File: src/hw/rtl/bsm_pkg.sv
// Package for the button sequence matcher.
// Holds item, kind and status codes used by the front and back parts.
// No dependencies.
package bsm_pkg;

  localparam int DEF_CHANNELS    = 4;
  localparam int DEF_PATTERNS    = 16;
  localparam int DEF_PATTERN_LEN = 16;

  localparam logic [3:0]  WILDCARD      = 4'd9;
  localparam logic [16:0] TIMER_MAX     = 17'h1FFFF;
  localparam logic [15:0] RST_TIMEOUT   = 16'd1000;

  localparam logic [2:0] FN_PRESS  = 3'd0;
  localparam logic [2:0] FN_TICK   = 3'd1;
  localparam logic [2:0] FN_SYMBOL = 3'd2;
  localparam logic [2:0] FN_ATTR   = 3'd3;
  localparam logic [2:0] FN_CLEAR  = 3'd4;

  localparam logic [1:0] ST_NONE    = 2'd0;
  localparam logic [1:0] ST_DETECT  = 2'd1;
  localparam logic [1:0] ST_REJECT  = 2'd2;
  localparam logic [1:0] ST_TIMEOUT = 2'd3;

  localparam logic [1:0] CFG_ENABLE  = 2'd0;
  localparam logic [1:0] CFG_COUNT   = 2'd1;
  localparam logic [1:0] CFG_TIMEOUT = 2'd2;

  typedef enum logic [2:0] {
    K_PRESS,
    K_TICK,
    K_SYMBOL,
    K_ATTR,
    K_CLEAR,
    K_BAD
  } kind_t;

  typedef struct packed {
    kind_t       kind;
    logic        ok;
    logic [1:0]  channel;
    logic [3:0]  button;
    logic        pressed;
    logic [15:0] delta;
    logic [3:0]  slot;
    logic [3:0]  pos;
    logic [15:0] ptime;
    logic        pen;
    logic        all;
  } item_t;

endpackage

File: src/hw/rtl/bsm_ram.sv
// Generic single-write, single-read RAM with registered read data.
// No dependencies.
module bsm_ram #(
  parameter int WIDTH = 8,
  parameter int DEPTH = 16,
  parameter int AW    = (DEPTH > 1) ? $clog2(DEPTH) : 1
) (
  input  logic             clk,
  input  logic             we,
  input  logic [AW-1:0]    waddr,
  input  logic [WIDTH-1:0] wdata,
  input  logic [AW-1:0]    raddr,
  output logic [WIDTH-1:0] rdata
);

  logic [WIDTH-1:0] mem [DEPTH];

  always_ff @(posedge clk) begin
    if (we) begin
      mem[waddr] <= wdata;
    end
    rdata <= mem[raddr];
  end

endmodule

File: src/hw/rtl/bsm_front.sv
// Front part: accepts input words, classifies them and queues them.
// Depends on bsm_pkg.
module bsm_front #(
  parameter int PATTERNS    = bsm_pkg::DEF_PATTERNS,
  parameter int PATTERN_LEN = bsm_pkg::DEF_PATTERN_LEN
) (
  input  logic          clk,
  input  logic          rst,
  input  logic          in_valid,
  output logic          in_stall,
  input  logic [2:0]    func,
  input  logic [1:0]    channel,
  input  logic [3:0]    button,
  input  logic          pressed,
  input  logic [15:0]   elapsed_ms,
  input  logic [3:0]    pattern_slot,
  input  logic [3:0]    position,
  input  logic [15:0]   pattern_timeout,
  input  logic          pattern_enable,
  input  logic          all_channels,
  output logic          q_valid,
  output bsm_pkg::item_t q_item,
  input  logic          q_pop
);
  import bsm_pkg::*;

  item_t      slots [2];
  logic       wr_ptr;
  logic       rd_ptr;
  logic [1:0] count;
  item_t      cls;
  logic       push;
  logic       slot_ok;
  logic       pos_ok;

  assign slot_ok = 7'(pattern_slot) < 7'(PATTERNS);
  assign pos_ok  = 7'(position) < 7'(PATTERN_LEN);

  always_comb begin
    cls.channel = channel;
    cls.button  = button;
    cls.pressed = pressed;
    cls.delta   = elapsed_ms;
    cls.slot    = pattern_slot;
    cls.pos     = position;
    cls.ptime   = pattern_timeout;
    cls.pen     = pattern_enable;
    cls.all     = all_channels;
    cls.ok      = 1'b1;
    unique case (func)
      FN_PRESS:  cls.kind = K_PRESS;
      FN_TICK:   cls.kind = K_TICK;
      FN_SYMBOL: begin
        cls.kind = K_SYMBOL;
        cls.ok   = slot_ok && pos_ok;
      end
      FN_ATTR: begin
        cls.kind = K_ATTR;
        cls.ok   = slot_ok;
      end
      FN_CLEAR:  cls.kind = K_CLEAR;
      default:   cls.kind = K_BAD;
    endcase
  end

  assign in_stall = (count == 2'd2);
  assign push     = in_valid && !in_stall;
  assign q_valid  = (count != 2'd0);
  assign q_item   = slots[rd_ptr];

  always_ff @(posedge clk) begin
    if (push) begin
      slots[wr_ptr] <= cls;
    end
    if (rst) begin
      wr_ptr <= 1'b0;
      rd_ptr <= 1'b0;
      count  <= 2'd0;
    end else begin
      if (push) begin
        wr_ptr <= ~wr_ptr;
      end
      if (q_pop) begin
        rd_ptr <= ~rd_ptr;
      end
      count <= count + 2'(push) - 2'(q_pop);
    end
  end

endmodule

File: src/hw/rtl/bsm_back.sv
// Back part: executes queued words against pattern table and channel state.
// Depends on bsm_pkg and bsm_ram.
module bsm_back #(
  parameter int CHANNELS    = bsm_pkg::DEF_CHANNELS,
  parameter int PATTERNS    = bsm_pkg::DEF_PATTERNS,
  parameter int PATTERN_LEN = bsm_pkg::DEF_PATTERN_LEN
) (
  input  logic           clk,
  input  logic           rst,
  input  logic           q_valid,
  input  bsm_pkg::item_t q_item,
  output logic           q_pop,
  input  logic           cfg_valid,
  output logic           cfg_ready,
  input  logic [1:0]     cfg_index,
  input  logic [15:0]    cfg_data,
  output logic           out_valid,
  input  logic           out_stall,
  output logic [1:0]     status,
  output logic [3:0]     matched_pattern,
  output logic [3:0]     history_length,
  output logic [3:0]     timeout_mask
);
  import bsm_pkg::*;

  localparam int ROW_W = PATTERN_LEN * 4;
  localparam int ENT_W = ROW_W + 17;
  localparam int AW    = (PATTERNS > 1) ? $clog2(PATTERNS) : 1;
  localparam int NW    = $clog2(PATTERNS + 1);
  localparam int CW    = (CHANNELS > 1) ? $clog2(CHANNELS) : 1;
  localparam int LW    = $clog2(PATTERN_LEN);
  localparam logic [LW-1:0] HIST_MAX = LW'(PATTERN_LEN - 1);

  typedef enum logic [4:0] {
    S_IDLE  = 5'b00001,
    S_SCAN  = 5'b00010,
    S_MERGE = 5'b00100,
    S_TICK  = 5'b01000,
    S_OUT   = 5'b10000
  } state_t;

  state_t            state;
  item_t             cur;
  logic              detect_enable;
  logic [4:0]        slot_count;
  logic [15:0]       default_timeout;
  logic [ROW_W-1:0]  hist_row [CHANNELS];
  logic [LW-1:0]     hist_len [CHANNELS];
  logic [16:0]       idle_timer [CHANNELS];
  logic [PATTERNS-1:0] row_valid;
  logic [NW-1:0]     issue_cnt;
  logic [NW-1:0]     lim;
  logic              pipe_v;
  logic [AW-1:0]     pipe_idx;
  logic              rd_valid;
  logic [15:0]       best;
  logic [1:0]        res_status;
  logic [3:0]        res_match;
  logic [3:0]        res_mask;

  logic [NW-1:0]     lim_w;
  logic [CW-1:0]     q_ch;
  logic              q_ch_ok;
  logic [CW-1:0]     ch_idx;
  logic              ch_ok;
  logic [AW-1:0]     raddr;
  logic [ENT_W-1:0]  rdata;
  logic [ENT_W-1:0]  row;
  logic              we;
  logic [ENT_W-1:0]  wdata;
  logic [ROW_W-1:0]  hrow;
  logic [LW-1:0]     hlen;
  logic [PATTERN_LEN-1:0] pos_hit;
  logic              hit;
  logic              last;
  logic              out_load;
  logic [ROW_W-1:0]  merged_sym;

  assign cfg_ready = 1'b1;
  assign lim_w = (7'(slot_count) > 7'(PATTERNS)) ? NW'(PATTERNS) : NW'(slot_count);
  assign q_ch    = CW'(q_item.channel);
  assign q_ch_ok = 5'(q_item.channel) < 5'(CHANNELS);
  assign ch_idx  = CW'(cur.channel);
  assign ch_ok   = 5'(cur.channel) < 5'(CHANNELS);
  assign q_pop   = (state == S_IDLE) && q_valid;

  assign raddr = (state == S_IDLE) ? AW'(q_item.slot) : issue_cnt[AW-1:0];
  assign row   = rd_valid ? rdata : '0;
  assign hrow  = hist_row[ch_idx];
  assign hlen  = hist_len[ch_idx];
  assign last  = (NW'(pipe_idx) == lim - NW'(1));

  always_comb begin
    for (int j = 0; j < PATTERN_LEN; j++) begin
      if (LW'(j) < hlen || j > int'(HIST_MAX)) begin
        pos_hit[j] = (j > int'(HIST_MAX)) ? (row[4*j +: 4] == 4'd0) :
                     (row[4*j +: 4] != 4'd0) &&
                     (row[4*j +: 4] == WILDCARD || row[4*j +: 4] == hrow[4*j +: 4]);
      end else if (LW'(j) == hlen) begin
        pos_hit[j] = (row[4*j +: 4] == 4'd0);
      end else begin
        pos_hit[j] = 1'b1;
      end
    end
    hit = &pos_hit;
  end

  always_comb begin
    merged_sym = row[ROW_W-1:0];
    for (int j = 0; j < PATTERN_LEN; j++) begin
      if (cur.pos == 4'(j)) begin
        merged_sym[4*j +: 4] = cur.button;
      end
    end
    we = (state == S_MERGE);
    if (cur.kind == K_ATTR) begin
      wdata = {cur.pen, cur.ptime, row[ROW_W-1:0]};
    end else begin
      wdata = {row[ENT_W-1:ROW_W], merged_sym};
    end
  end

  bsm_ram #(.WIDTH(ENT_W), .DEPTH(PATTERNS), .AW(AW)) u_rows (
    .clk   (clk),
    .we    (we),
    .waddr (AW'(cur.slot)),
    .wdata (wdata),
    .raddr (raddr),
    .rdata (rdata)
  );

  assign out_load = (state == S_OUT) && (!out_valid || !out_stall);

  always_ff @(posedge clk) begin
    rd_valid <= row_valid[raddr];
    if (out_load) begin
      status          <= res_status;
      matched_pattern <= res_match;
      timeout_mask    <= res_mask;
      history_length  <= ch_ok ? 4'(hist_len[ch_idx]) : 4'd0;
    end
    if (rst) begin
      state           <= S_IDLE;
      detect_enable   <= 1'b1;
      slot_count      <= 5'd0;
      default_timeout <= RST_TIMEOUT;
      row_valid       <= '0;
      out_valid       <= 1'b0;
      pipe_v          <= 1'b0;
      for (int c = 0; c < CHANNELS; c++) begin
        hist_len[c]   <= '0;
        idle_timer[c] <= '0;
      end
    end else begin
      if (cfg_valid) begin
        unique case (cfg_index)
          CFG_ENABLE:  detect_enable   <= cfg_data[0];
          CFG_COUNT:   slot_count      <= cfg_data[4:0];
          CFG_TIMEOUT: default_timeout <= cfg_data;
          default: ;
        endcase
      end
      if (out_load) begin
        out_valid <= 1'b1;
      end else if (!out_stall) begin
        out_valid <= 1'b0;
      end

      unique case (state)
        S_IDLE: begin
          if (q_valid) begin
            cur        <= q_item;
            res_status <= ST_NONE;
            res_match  <= 4'd0;
            res_mask   <= 4'd0;
            issue_cnt  <= '0;
            lim        <= lim_w;
            pipe_v     <= 1'b0;
            best       <= default_timeout;
            state      <= S_OUT;
            unique case (q_item.kind)
              K_PRESS: begin
                if (!detect_enable || !q_ch_ok || !q_item.pressed) begin
                  res_status <= ST_REJECT;
                end else begin
                  if (hist_len[q_ch] < HIST_MAX) begin
                    for (int j = 0; j < PATTERN_LEN; j++) begin
                      if (hist_len[q_ch] == LW'(j)) begin
                        hist_row[q_ch][4*j +: 4] <= q_item.button;
                      end
                    end
                    hist_len[q_ch]   <= hist_len[q_ch] + LW'(1);
                    idle_timer[q_ch] <= '0;
                  end
                  if (lim_w != '0) begin
                    state <= S_SCAN;
                  end
                end
              end
              K_TICK: state <= (lim_w != '0) ? S_SCAN : S_TICK;
              K_SYMBOL, K_ATTR: begin
                if (q_item.ok) begin
                  state <= S_MERGE;
                end else begin
                  res_status <= ST_REJECT;
                end
              end
              K_CLEAR: begin
                if (q_item.all) begin
                  for (int c = 0; c < CHANNELS; c++) begin
                    hist_len[c]   <= '0;
                    idle_timer[c] <= '0;
                  end
                end else if (q_ch_ok) begin
                  hist_len[q_ch]   <= '0;
                  idle_timer[q_ch] <= '0;
                end else begin
                  res_status <= ST_REJECT;
                end
              end
              default: res_status <= ST_REJECT;
            endcase
          end
        end
        S_SCAN: begin
          if (issue_cnt < lim) begin
            issue_cnt <= issue_cnt + NW'(1);
            pipe_idx  <= issue_cnt[AW-1:0];
            pipe_v    <= 1'b1;
          end else begin
            pipe_v <= 1'b0;
          end
          if (pipe_v) begin
            if (cur.kind == K_PRESS) begin
              if (row[ENT_W-1] && hit) begin
                res_status       <= ST_DETECT;
                res_match        <= 4'(pipe_idx);
                hist_len[ch_idx] <= '0;
                state            <= S_OUT;
              end else if (last) begin
                state <= S_OUT;
              end
            end else begin
              if (row[ENT_W-1] && row[ROW_W +: 16] > best) begin
                best <= row[ROW_W +: 16];
              end
              if (last) begin
                state <= S_TICK;
              end
            end
          end
        end
        S_MERGE: begin
          row_valid[AW'(cur.slot)] <= 1'b1;
          state <= S_OUT;
        end
        S_TICK: begin
          logic [3:0]  m;
          logic [17:0] t;
          logic [16:0] ts;
          m = 4'd0;
          for (int c = 0; c < CHANNELS; c++) begin
            t  = 18'(idle_timer[c]) + 18'(cur.delta);
            ts = t[17] ? TIMER_MAX : t[16:0];
            if (hist_len[c] != '0) begin
              if (ts > 17'(best)) begin
                hist_len[c]   <= '0;
                idle_timer[c] <= '0;
                if (c < 4) begin
                  m[2'(c)] = 1'b1;
                end
              end else begin
                idle_timer[c] <= ts;
              end
            end
          end
          res_mask   <= m;
          res_status <= (m != 4'd0) ? ST_TIMEOUT : ST_NONE;
          state      <= S_OUT;
        end
        S_OUT: begin
          if (out_load) begin
            state <= S_IDLE;
          end
        end
        default: state <= S_IDLE;
      endcase
    end
  end

endmodule

File: src/hw/rtl/button_sequence_matcher_unit.sv
// Top level of the button sequence matcher.
// Depends on bsm_pkg, bsm_front, bsm_back and bsm_ram.
//
//  channel | handshake          | carries
//  --------+--------------------+--------------------------------------------
//  in      | in_valid/in_stall  | func, channel, button, ... all_channels
//  out     | out_valid/out_stall| status, matched_pattern, history_length,
//          |                    | timeout_mask
//  cfg     | cfg_valid/cfg_ready| cfg_index, cfg_data
//
// On an idle block, a tick or an accepted press scans N = min(slot_count,
// PATTERNS) rows of the pattern RAM, one row per cycle; a press stops at a
// hit, a tick then updates the idle timers. Pattern writes pass through a
// merge state. A two-word queue decouples input from execution; the
// output register holds a word under out_stall. Synchronous reset clears
// control state and the pattern row valid bits.
module button_sequence_matcher_unit #(
  parameter int CHANNELS    = bsm_pkg::DEF_CHANNELS,
  parameter int PATTERNS    = bsm_pkg::DEF_PATTERNS,
  parameter int PATTERN_LEN = bsm_pkg::DEF_PATTERN_LEN
) (
  input  logic        clk,
  input  logic        rst,
  input  logic        in_valid,
  output logic        in_stall,
  input  logic [2:0]  func,
  input  logic [1:0]  channel,
  input  logic [3:0]  button,
  input  logic        pressed,
  input  logic [15:0] elapsed_ms,
  input  logic [3:0]  pattern_slot,
  input  logic [3:0]  position,
  input  logic [15:0] pattern_timeout,
  input  logic        pattern_enable,
  input  logic        all_channels,
  output logic        out_valid,
  input  logic        out_stall,
  output logic [1:0]  status,
  output logic [3:0]  matched_pattern,
  output logic [3:0]  history_length,
  output logic [3:0]  timeout_mask,
  input  logic        cfg_valid,
  output logic        cfg_ready,
  input  logic [1:0]  cfg_index,
  input  logic [15:0] cfg_data
);
  import bsm_pkg::*;

  logic  q_valid;
  logic  q_pop;
  item_t q_item;

  bsm_front #(.PATTERNS(PATTERNS), .PATTERN_LEN(PATTERN_LEN)) u_front (
    .clk             (clk),
    .rst             (rst),
    .in_valid        (in_valid),
    .in_stall        (in_stall),
    .func            (func),
    .channel         (channel),
    .button          (button),
    .pressed         (pressed),
    .elapsed_ms      (elapsed_ms),
    .pattern_slot    (pattern_slot),
    .position        (position),
    .pattern_timeout (pattern_timeout),
    .pattern_enable  (pattern_enable),
    .all_channels    (all_channels),
    .q_valid         (q_valid),
    .q_item          (q_item),
    .q_pop           (q_pop)
  );

  bsm_back #(.CHANNELS(CHANNELS), .PATTERNS(PATTERNS), .PATTERN_LEN(PATTERN_LEN)) u_back (
    .clk             (clk),
    .rst             (rst),
    .q_valid         (q_valid),
    .q_item          (q_item),
    .q_pop           (q_pop),
    .cfg_valid       (cfg_valid),
    .cfg_ready       (cfg_ready),
    .cfg_index       (cfg_index),
    .cfg_data        (cfg_data),
    .out_valid       (out_valid),
    .out_stall       (out_stall),
    .status          (status),
    .matched_pattern (matched_pattern),
    .history_length  (history_length),
    .timeout_mask    (timeout_mask)
  );

endmodule

File: config.mk
export PLATFORM = sky130hd
export DESIGN_NAME = button_sequence_matcher_unit
export DESIGN_NICKNAME = d
export VERILOG_FILES = /design/src/hw/rtl/bsm_pkg.sv /design/src/hw/rtl/bsm_ram.sv /design/src/hw/rtl/bsm_front.sv /design/src/hw/rtl/bsm_back.sv /design/src/hw/rtl/button_sequence_matcher_unit.sv
export SDC_FILE = /design/constraint.sdc
export NUM_CORES = 2
export LEC_CHECK = 0
export BUFFER_PORTS_ARGS = -buffer_cell sky130_fd_sc_hd__clkbuf_2
export CORE_AREA = 3 3 415 314
export CTS_BUF_LIST = sky130_fd_sc_hd__clkbuf_2
export DETAILED_ROUTE_END_ITERATION = 6
export DIE_AREA = 0 0 418 317
export PLACE_DENSITY = 0.81
export SKIP_CTS_REPAIR_TIMING = 1
export SYNTH_ARGS = -nofsm -noshare
export SYNTH_HDL_FRONTEND = slang
export SYNTH_SLANG_ARGS = --single-unit
File: constraint.sdc
create_clock -name clk -period 9.6 [get_ports clk]
set_input_delay 0.48 -clock clk [delete_from_list [all_inputs] [get_ports clk]]
set_output_delay 0.48 -clock clk [all_outputs]
set_load 0.005 [all_outputs]
==> flow_summary.ini <==
[outcome]
status = complete, but fails checks
violations = design-rule violations

[timing]
timing.fmax_mhz = 150.6
slew_headroom_pct = 6.200
worst_pin_slew_ps = 1394
whs_ps = 11.90
finalCritPeriodShare_pct = 69.16
drv_slew = 0
setup_violations = 0
finalCriticalPeriod_ps = 6640
hold_viol_final = 0
finClkSkew_ps = 238.0
rsz0062_at_grt = no
finalSetupTns_ps = 0

[yosys]
netlist_instances = 4892
yosysMostFrequentCell = edfxtp_1
ys_ff_latch = 1958
synth_edf_count = 1790
synth.distinct_cells = 96
yosysTopAreaCellShare_pct = 65.57
syn_area_sq_um = 81970
synth_ff_type = edfxtp_1
synth_area_leader_cell = edfxtp_1
synthTopCellsByArea = edfxtp_1 66%, mux4_2 10%, dfxtp_1 4.1%
synth_common_cells = 1790 x edfxtp_1, 376 x mux4_2, 254 x nor2_1
seq_area_frac_synth_pct = 69.67
avgSynthCellArea_sq_um = 16.76
ys_async_sr_fraction_pct = 0
ys_warn_count = 0

[clock_tree]
clk_pin_slew_ps = 190
htreeDepth = 5
clk_latency_ps = 1930
cts.sinks = 1958
cts_buffers = 444
clock-root-buffer = clkbuf_2
cts_max_path_buffers = 4
cts_tree = done

[power]
p_clk_share_pct = 20.7
switchingPower_uw = 8857
powerDensity_nw_per_um2 = 274.8
internal_power_uw = 16170
max-vdd-ir-drop_mv = 0.3631
sequentialPowerShare_pct = 44.7
pwr-share-comb_pct = 34.6
p_leak_uw = 0.03197
netSwitchingFraction_pct = 35.38

[placement]
gp_congestion = 0.9206
dp_cells = 6582
hpwlAfterDp_mm = 116.3
portBuffers = 88
place_area_sq_um = 84980

[routing]
via_count = 49800
drt_pass1_iterations = 7
routed_wl_mm = 208.0
avgViaCountPerCell = 6.550
drt_iter0_drc = 6604
ant_nets = 0
drc = 1
wl_per_cell_um = 27.36

[setup_path]
rr_worst_depth = 17
cp.arrival_ps = 8250
r2r-end = u_back.idle_timer[0][15]$_SDFFE_PP0P_
cp.required_ps = 11210
cp-start-kind = flip-flop
r2r_slack_ps = 2960
cp-end-kind = flip-flop
cp_max_fo = 18
crit_type = reg -> reg
reg2reg_from = u_back.cur[34]$_DFFE_PP_

[floorplanning]
die_x_um = 418
start_util_pct = 64.78
rows = 113
io_pins = 92
fp.coreArea_sq_um = 126500
die_area_sq_um = 132500
die_y_um = 317

[cells_and_area]
drive_gt1_share_pct = 25.05
nNetsFinal = 5806
instances_no_fill = 7603
stdcell_area_sq_um = 91090
fillCellCount = 7628
syn_to_final_growth_pct = 11.12

[min_path]
holdCritStartpoint = all_channels
min_path_type = in -> reg
hold_end = u_front.slots[0][0]$_DFFE_PP_
whs_path_depth = 3

[global_routing]
grt_pass1_wl_mm = 297.9
track_usage_pct = 30.46
grt_pass1_vias = 47840
grt_overflow = 0
grt_max_degree = 165
antenna_found_initial = 8

[flow_run]
cap_viol_max_count = 0
==> placed cells by master, fill, tap and decap left out, types with 131 or more instances in the layout <==
cell type	netlist	layout
mux4_2	376	376
buf_4	7	157
o21ai_0	179	175
dfxtp_1	168	164
nand2_1	250	250
ha_1	156	156
clkbuf_2	2	781
a21oi_1	204	203
edfxtp_1	1790	1790
dlygate4sd3_1	0	210
nor2b_1	131	131
nor2_1	254	239
==> metrics by stage <==
step	setup slack (ps)	total power, uW	utilization [%]
after floorplan	1774	17260	-
after global placement	3243	19540	67.16
after detailed placement	3142	19810	67.16
after CTS	3068	24910	70.30
after global routing	2557	26220	71.98
final	2960	25030	71.98
==> flip-flops by register name, summed over array words and instances, names as in the netlist, 16 cells and up, named ones only <==
name                    count
u_back.best                16
u_back.cur                 48
u_back.default_timeout     16
u_back.hist_len            16
u_back.hist_row           240
u_back.idle_timer          68
u_back.row_valid           16
u_back.u_rows.mem        1296
u_back.u_rows.rdata        81
u_front.slots             104
==> logic make-up after synthesis <==
| logic type | count (synthesis) | synth area share [%] |
|---|---|---|
| flip-flops | 1958 | 69.67 |
| AND/OR/NAND/NOR | 1059 | 6.446 |
| AO/OA/AOI/OAI | 747 | 5.884 |
| multiplexers | 551 | 12.85 |
| buffers and inverters | 321 | 1.655 |
| adder cells (fa/ha/maj) | 160 | 2.479 |
| XOR/XNOR | 94 | 1.004 |
| other | 2 | 0.009161 |
==> area by class of cell <==
class | count | area [sq um] | area share [%]
diodes | 9 | 22.52 | 0.02472
clock buffers | 693 | 3468 | 3.808
clock inverters | 109 | 514.2 | 0.5646
inverters | 91 | 341.6 | 0.3750
multi-input cells | 2616 | 23710 | 26.03
flip-flops and latches | 1958 | 57130 | 62.72
well taps | 1667 | 2086 | 2.290
repair buffers | 460 | 3821 | 4.195
==> worst max-delay path, cell delays in order, from the launching register on <==
cell and delay, ps:
edfxtp_1 530, ha_1 370, a2111oi_0 690, nand2_1 150, o211ai_1 280, a41oi_1 610, or2_2 540, ha_1 280
nand3_1 110, nor2_1 170, nand3_1 150, nor3b_1 170, a21oi_1 110, nand3_1 130, a2111oi_4 860, nand2_1 710
or2_2 490, a21oi_1 130
==> how the worst max path moves through the flow <==
stage / startpoint / end / slack, ps / cells past startpoint
2_1_floorplan: u_back.state[4]$_SDFFE_PP0P_ / u_back.u_rows.mem[0][0]$_DFFE_PP_ / 1770 / 4
3_3_place_gp: u_back.cur[34]$_DFFE_PP_ / u_back.idle_timer[0][0]$_SDFFE_PP0P_ / 3240 / 17
3_5_place_dp: u_back.cur[34]$_DFFE_PP_ / u_back.idle_timer[0][0]$_SDFFE_PP0P_ / 3140 / 17
4_1_cts: u_back.cur[34]$_DFFE_PP_ / u_back.idle_timer[0][15]$_SDFFE_PP0P_ / 3070 / 17
5_1_grt: u_back.cur[34]$_DFFE_PP_ / u_back.idle_timer[0][15]$_SDFFE_PP0P_ / 2560 / 17
6_report: u_back.cur[34]$_DFFE_PP_ / u_back.idle_timer[0][15]$_SDFFE_PP0P_ / 2960 / 17
==> power by group through the flow <==
stage               logic, uW  clock network, uW  registers, uW
floorplan                6350                  0          10900
global placement         8220                  0          11300
detailed placement       8470                  0          11300
CTS                      8530               5240          11100
global route             9330               5700          11200
finish                   8660               5190          11200
==> per-layer routing <==
layer | routed length [um] | GRT usage [%] | share of wire (%) | vias up
li1 | - | - | - | 21160
met1 | 76820 | 42.65 | 37 | 24730
met2 | 99570 | 47.76 | 48 | 3312
met3 | 23040 | 6.545 | 11 | 583
met4 | 8512 | 12.07 | 4.1 | 10
met5 | 58 | 0 | 0.028 | -
No activity file was read; power rests on OpenSTA's default activity.
